**src/hw/rtl/rnes_pkg.sv**
```systemverilog
`default_nettype none
package rnes_pkg;

    // Fixed sizes of the network and the item fields
    localparam int NSPEC   = 6;
    localparam int NREACT  = 5;
    localparam int NMICRO  = 8;
    localparam int AMT_W   = 32;
    localparam int RATE_W  = 17;
    localparam int THR_W   = 16;
    localparam int PCNT_W  = 3;
    localparam int STEP_W  = 20;
    localparam int PIDX_W  = 5;   // holds a pulse count up to thirty-one
    localparam int CFG_W   = 17;
    localparam int CIDX_W  = 3;

    // Operation codes
    typedef logic [1:0] t_op;
    localparam t_op OP_LOAD_SPECIES = 2'd0;
    localparam t_op OP_LOAD_PULSE   = 2'd1;
    localparam t_op OP_ADVANCE      = 2'd2;

    // Configuration register indexes
    localparam logic [CIDX_W-1:0] CFG_RATE_LAST  = 3'd4;
    localparam logic [CIDX_W-1:0] CFG_THRESHOLD  = 3'd5;
    localparam logic [CIDX_W-1:0] CFG_PULSE_CNT  = 3'd6;

    // Species indexes
    localparam logic [2:0] SP_L = 3'd0;
    localparam logic [2:0] SP_R = 3'd1;
    localparam logic [2:0] SP_B = 3'd2;
    localparam logic [2:0] SP_D = 3'd3;
    localparam logic [2:0] SP_C = 3'd4;
    localparam logic [2:0] SP_X = 3'd5;

    typedef enum logic [1:0] {
        ST_RUNNING = 2'd0,
        ST_EQUIL   = 2'd1,
        ST_LIMIT   = 2'd2
    } t_status;

    typedef struct packed {
        logic [1:0]         operation;
        logic [2:0]         species_index;
        logic signed [31:0] species_value;
        logic [1:0]         pulse_slot;
        logic [2:0]         pulse_species;
        logic [19:0]        pulse_start;
        logic [19:0]        pulse_end;
        logic signed [31:0] pulse_amount;
    } t_in;

    typedef struct packed {
        logic signed [31:0] amount_l;
        logic signed [31:0] amount_r;
        logic signed [31:0] amount_b;
        logic signed [31:0] amount_d;
        logic signed [31:0] amount_c;
        logic signed [31:0] amount_x;
        logic [19:0]        step_index;
        logic [1:0]         status;
    } t_out;

    // Stoichiometry sign per reaction and species
    typedef logic signed [1:0] t_sgn;
    localparam t_sgn STOICH [0:NREACT-1][0:NSPEC-1] = '{
        '{-2'sd1, -2'sd1,  2'sd1,  2'sd0,  2'sd0, 2'sd0},
        '{ 2'sd1,  2'sd1, -2'sd1,  2'sd0,  2'sd0, 2'sd0},
        '{-2'sd1,  2'sd0,  2'sd0, -2'sd1,  2'sd1, 2'sd0},
        '{ 2'sd1,  2'sd0,  2'sd0,  2'sd1, -2'sd1, 2'sd0},
        '{-2'sd1,  2'sd0,  2'sd0,  2'sd0,  2'sd0, 2'sd0}
    };

    // One multiply of the tick sequence
    typedef struct packed {
        logic       use_ext;  // multiplicand is the partial extent, not the rate
        logic [2:0] react;
        logic [2:0] spec;
        logic       last;     // extent complete, apply to amounts
    } t_micro;

    localparam t_micro MICRO [0:NMICRO-1] = '{
        '{1'b0, 3'd0, SP_L, 1'b0},
        '{1'b1, 3'd0, SP_R, 1'b1},
        '{1'b0, 3'd1, SP_B, 1'b1},
        '{1'b0, 3'd2, SP_L, 1'b0},
        '{1'b1, 3'd2, SP_D, 1'b1},
        '{1'b0, 3'd3, SP_C, 1'b1},
        '{1'b0, 3'd4, SP_L, 1'b0},
        '{1'b1, 3'd4, SP_X, 1'b1}
    };

    // Controller to datapath commands
    typedef struct packed {
        logic              load;
        logic              snap;
        logic              mul;
        logic              acc;
        logic [2:0]        micro;
        logic              pulse;
        logic [PIDX_W-1:0] pidx;
        logic              settle;
        logic              capture;
    } t_cmd;

    // Datapath to controller status
    typedef struct packed {
        logic              running;
        logic [PIDX_W-1:0] pulse_n;
    } t_sts;

    typedef enum logic [2:0] {
        S_IDLE,
        S_MUL,
        S_ACC,
        S_PULSE,
        S_SETTLE,
        S_RESP
    } t_state;

    // Saturate to signed 32 bits
    function automatic logic signed [31:0] sat32(input logic signed [63:0] v);
        logic signed [31:0] r;
        if (v > 64'sh7FFFFFFF) begin
            r = 32'sh7FFFFFFF;
        end else if (v < -64'sh80000000) begin
            r = 32'sh80000000;
        end else begin
            r = v[31:0];
        end
        return r;
    endfunction

endpackage
`default_nettype wire

```
**src/hw/rtl/rnes_ctrl.sv**
```systemverilog
`default_nettype none
module rnes_ctrl
    import rnes_pkg::*;
(
    input  wire logic i_clk,
    input  wire logic i_rst_n,
    input  wire logic i_in_valid,
    output logic      o_in_ready,
    input  wire t_op  i_op,
    output logic      o_out_valid,
    input  wire logic i_out_ready,
    input  wire t_sts i_sts,
    output t_cmd      o_cmd
);

    t_state            r_state, n_state;
    logic [2:0]        r_micro;
    logic [PIDX_W-1:0] r_pidx;
    logic              r_out_valid;
    logic              in_xfer;
    logic              out_free;

    assign o_in_ready  = (r_state == S_IDLE);
    assign in_xfer     = i_in_valid && o_in_ready;
    assign out_free    = !r_out_valid || i_out_ready;
    assign o_out_valid = r_out_valid;

    // Next state
    always_comb begin
        n_state = r_state;
        unique case (r_state)
            S_IDLE: begin
                if (in_xfer) begin
                    if (i_op == OP_ADVANCE && i_sts.running) n_state = S_MUL;
                    else n_state = S_RESP;
                end
            end
            S_MUL:    n_state = S_ACC;
            S_ACC: begin
                if (r_micro == 3'(NMICRO - 1)) n_state = S_PULSE;
                else n_state = S_MUL;
            end
            S_PULSE: begin
                if (r_pidx >= i_sts.pulse_n) n_state = S_SETTLE;
            end
            S_SETTLE: n_state = S_RESP;
            S_RESP: begin
                if (out_free) n_state = S_IDLE;
            end
            default:  n_state = S_IDLE;
        endcase
    end

    // Commands
    always_comb begin
        o_cmd         = '0;
        o_cmd.micro   = r_micro;
        o_cmd.pidx    = r_pidx;
        o_cmd.load    = in_xfer;
        o_cmd.snap    = in_xfer && i_op == OP_ADVANCE;
        unique case (r_state)
            S_MUL:    o_cmd.mul = 1'b1;
            S_ACC:    o_cmd.acc = 1'b1;
            S_PULSE:  o_cmd.pulse = (r_pidx < i_sts.pulse_n);
            S_SETTLE: o_cmd.settle = 1'b1;
            S_RESP:   o_cmd.capture = out_free;
            default:  o_cmd.settle = 1'b0;
        endcase
    end

    // State and counters
    always_ff @(posedge i_clk) begin
        if (!i_rst_n) begin
            r_state     <= S_IDLE;
            r_micro     <= '0;
            r_pidx      <= '0;
            r_out_valid <= 1'b0;
        end else begin
            r_state <= n_state;
            if (in_xfer) r_micro <= '0;
            else if (o_cmd.acc) r_micro <= r_micro + 3'd1;
            if (in_xfer) r_pidx <= '0;
            else if (o_cmd.pulse) r_pidx <= r_pidx + PIDX_W'(1);
            if (o_cmd.capture) r_out_valid <= 1'b1;
            else if (i_out_ready) r_out_valid <= 1'b0;
        end
    end

    a_accept_leaves_idle: assert property (@(posedge i_clk) disable iff (!i_rst_n)
        in_xfer |=> r_state != S_IDLE) else $error("accept did not start work");
    a_mul_then_acc: assert property (@(posedge i_clk) disable iff (!i_rst_n)
        r_state == S_MUL |=> r_state == S_ACC) else $error("multiply not followed by accumulate");
    a_pidx_bound: assert property (@(posedge i_clk) disable iff (!i_rst_n)
        r_state == S_PULSE |-> r_pidx <= i_sts.pulse_n) else $error("pulse index overran");

endmodule
`default_nettype wire

```
**config.mk**
```make
export PLATFORM = sky130hd
export DESIGN_NAME = rnes_ctrl
export DESIGN_NICKNAME = d
export VERILOG_FILES = /design/src/hw/rtl/rnes_pkg.sv /design/src/hw/rtl/rnes_ctrl.sv
export SDC_FILE = /design/constraint.sdc
export NUM_CORES = 1
export LEC_CHECK = 0
export ABC_AREA = 0
export BUFFER_PORTS_ARGS = -buffer_cell sky130_fd_sc_hd__clkbuf_2
export CAP_MARGIN = 20
export CELL_PAD_IN_SITES_DETAIL_PLACEMENT = 1
export CELL_PAD_IN_SITES_GLOBAL_PLACEMENT = 1
export CORE_MARGIN = 1.5
export CORE_UTILIZATION = 32
export DETAILED_ROUTE_END_ITERATION = 10
export PLACE_DENSITY = 0.86
export RECOVER_POWER = 100
export REMOVE_ABC_BUFFERS = 1
export SLEW_MARGIN = 20
export SYNTH_ARGS = -nofsm -noshare
export SYNTH_HDL_FRONTEND = slang
export SYNTH_SLANG_ARGS = --single-unit
```
**constraint.sdc**
```tcl
create_clock -name i_clk -period 1.8 [get_ports i_clk]
set_input_delay 0.36 -clock i_clk [delete_from_list [all_inputs] [get_ports i_clk]]
set_output_delay 0.36 -clock i_clk [all_outputs]
set_load 0.005 [all_outputs]
```
==> impl_metrics.json <==
{
  "synth_edf_count": 0,
  "crit_type": "flip-flop to primary output",
  "avgSynthCellArea_sq_um": 8.71,
  "drtIter0Drc": 8,
  "met3_usage": 0.0484,
  "drv_slew": 0,
  "synth.distinct_cells": 38,
  "dp.final_hpwl_mm": 1.89,
  "crit_chain": "ha_4 > nand2b_4 > a211oi_2 > buf_4 > nor2_1 > clkbuf_2",
  "yosysTopAreaCellShare": 0.276,
  "syn_inst": 100,
  "antenna_found_initial": 0,
  "timing.slew.headroom": 0.749,
  "clock_path_buffers": 2,
  "h-tree-depth": 1,
  "status": "finished with violations",
  "wl_per_cell_microns": 15.1,
  "violations": "setup timing",
  "clkTransAtPathRegs_ns": 0.08,
  "power.share.clock": 0.145,
  "gp_congestion": 0.723,
  "top_usage_layer": "met2",
  "p_switching_mw": 0.461,
  "cpPeakStageDelay_ns": 0.35,
  "drv_cap": 0,
  "vias_per_cell": 5.25,
  "routed_wl_mm": 2.62,
  "synth_async_sr_flop_share": 0,
  "drive_above_1_share": 0.476,
  "p_per_area_mw_per_mm2": 955,
  "finalHoldViolations": 0,
  "fill_cells": 315,
  "layout_min_cycle_time_ns": 1.82,
  "ant_nets": 0,
  "multi_input_area_sq_um": 642,
  "p_sw_frac": 0.387,
  "crit_arrival_ns": 1.46,
  "first_pass_iters": 4,
  "total_power_mw": 1.19,
  "nNetsFinal": 165,
  "num_rows": 18,
  "diodes": 0,
  "core_sq_mm": 0.00252,
  "area_delta_synth_final_pct": 43.2,
  "grt_pass1_vias": 899,
  "leakage_nw": 0.584,
  "regArea_sq_um": 251,
  "vias": 909,
  "yosysSeqAreaShare": 0.276,
  "postCtsHoldBufs": 0,
  "setup_viol_count_final": 2,
  "finalWorstSetupSlack_ns": -0.0214,
  "grt_overflow": 0,
  "vdd_drop_max_uv": 730,
  "p_int_mw": 0.730,
  "cts_tree": "done",
  "portBuffers": 28,
  "clk_latency_ns": 0.27,
  "skew_ns": 0.00282,
  "crit_required_ns": 1.44,
  "grt.total_usage": 0.199,
  "tightest_slew_ns": 0.376,
  "crit_path_max_fanout": 2,
  "clock-sinks": 12,
  "rsz0062_at_grt": "yes",
  "hp-class": "primary input to flip-flop",
  "die_area_sq_mm": 0.00304,
  "met2_usage": 0.349,
  "crit_slowest_cell": "dfxtp_1",
  "worst_setup_path_start_kind": "flip-flop",
  "max_freq_ghz": 0.549,
  "grt_pass1_wl_mm": 4.20,
  "synth_flop_cell": "dfxtp_1",
  "ys_warn_count": 0,
  "crit_path_end_kind": "primary output",
  "cts_root_buf": "clkbuf_4",
  "grt_start_max_net_pins": 11,
  "ys_ff_latch": 12,
  "seqPwrFrac": 0.313,
  "use_met1": 0.243,
  "fp.dieW_microns": 55.2,
  "final_util": 0.495,
  "combPwrFrac": 0.542,
  "ios": 29,
  "timing.final.crit_share": 1.01,
  "yosysTopAreaCell": "dfxtp_1",
  "drc": 0,
  "syn_area_sq_um": 871,
  "synth_area_leaders": "dfxtp_1, ha_1, mux2i_1, nor2_1, inv_1",
  "whs_ns": 0.406,
  "numCtsBuffers": 3,
  "initial_core_util": 0.345,
  "die_y_microns": 55.2
}
final cells by class:
class	instances	share of cell area
sequential	12	0.202
clock buffer	3	0.0181
inverter	9	0.0271
timing repair buffer	45	0.209
multi-input combinational	74	0.515
tap	30	0.0301
cells by family (layout without fill, tap and decap cells):
kind of cell    Yosys count  count (layout)  synth area share
mux                       5               5            0.0575
flops                    12              12             0.276
buf+inv                  14              57            0.0848
compound gates           16              16             0.141
simple gates             44              44             0.316
xor+xnor                  1               1            0.0101
fa+ha+maj                 8               8             0.115
layer usage:
metal	part of all wire	wire length, microns
met4	0.0073	19
met3	0.034	90
met1	0.45	1180
met2	0.51	1330
met5	0	0
timing repair:
item                       4_1_cts  5_1_grt
gates resized for setup         17        8
pin swaps                        2        2
buffers inserted                 6        0
setup endpoints to repair        6        9
power groups by stage:
| stage | Clock [mW] | Sequential, mW | Combinational, mW |
|---|---|---|---|
| 2_1_floorplan | 0 | 0.383 | 0.289 |
| 3_3_place_gp | 0 | 0.375 | 0.505 |
| 3_5_place_dp | 0 | 0.379 | 0.536 |
| 4_1_cts | 0.172 | 0.374 | 0.631 |
| 5_1_grt | 0.197 | 0.384 | 0.705 |
| 6_report | 0.173 | 0.373 | 0.646 |
placed cells by master (no fill, tap or decap), types with 3 or more instances in the layout:
master	count
dfxtp_2	3
nand2b_1	4
o21ai_0	3
nor2_1	9
nand2_1	9
inv_1	7
a21oi_1	4
ha_4	3
mux2i_1	5
clkbuf_2	25
clkbuf_1	3
buf_2	3
buf_4	12
clkbuf_4	4
ha_1	5
dfxtp_1	7
worst max-delay path: cells and delay by family, from the launching register on:
family	cells	cell delay, ns
AOI/OAI and AO/OA	1	0.21
adders and majority gates	1	0.29
buffers and inverters	2	0.25
DFF	1	0.35
and+or+nand+nor	2	0.09
sequential cells by signal (all words and copies together), names as in the netlist:
name         flops
o_out_valid      1
r_micro          3
r_pidx           5
r_state          3
final timing paths:
check | start | end | depth (start not counted) | slack, ns
max reg2reg | r_pidx[1]$_SDFFE_PP0P_ | r_state[1]$_SDFFE_PN0P_ | 7 | 0.02
max | r_pidx[1]$_SDFFE_PP0P_ | o_cmd[7] | 6 | -0.02
min | i_rst_n | r_state[1]$_SDFFE_PN0P_ | 2 | 0.41
min reg2reg | r_pidx[3]$_SDFFE_PP0P_ | r_pidx[3]$_SDFFE_PP0P_ | 2 | 0.54
Yosys cell counts (all sizes together), types with 2 or more instances:
cell    instances
nor3b           2
dfxtp          12
mux2i           5
nand2           9
inv             9
nand2b          5
nor4            2
a21oi           4
ha              8
buf             5
or2             2
nor2           10
and2            2
nand3b          3
o21ai           3
o31ai           2
metrics by stage:
step / std cells / worst slack (ns) / TNS, ns / cell area (sq um)
2_1_floorplan: 95 / -0.305 / -2.03 / 831
4_1_cts: 173 / -0.0271 / -0.0387 / 1230
3_5_place_dp: 164 / -0.177 / -0.806 / 1090
3_3_place_gp: 164 / -0.0547 / -0.189 / 1090
5_1_grt: 173 / -0.103 / -0.390 / 1250
6_report: 173 / -0.0214 / -0.0361 / 1250
Power figures use the tool's default switching activity.
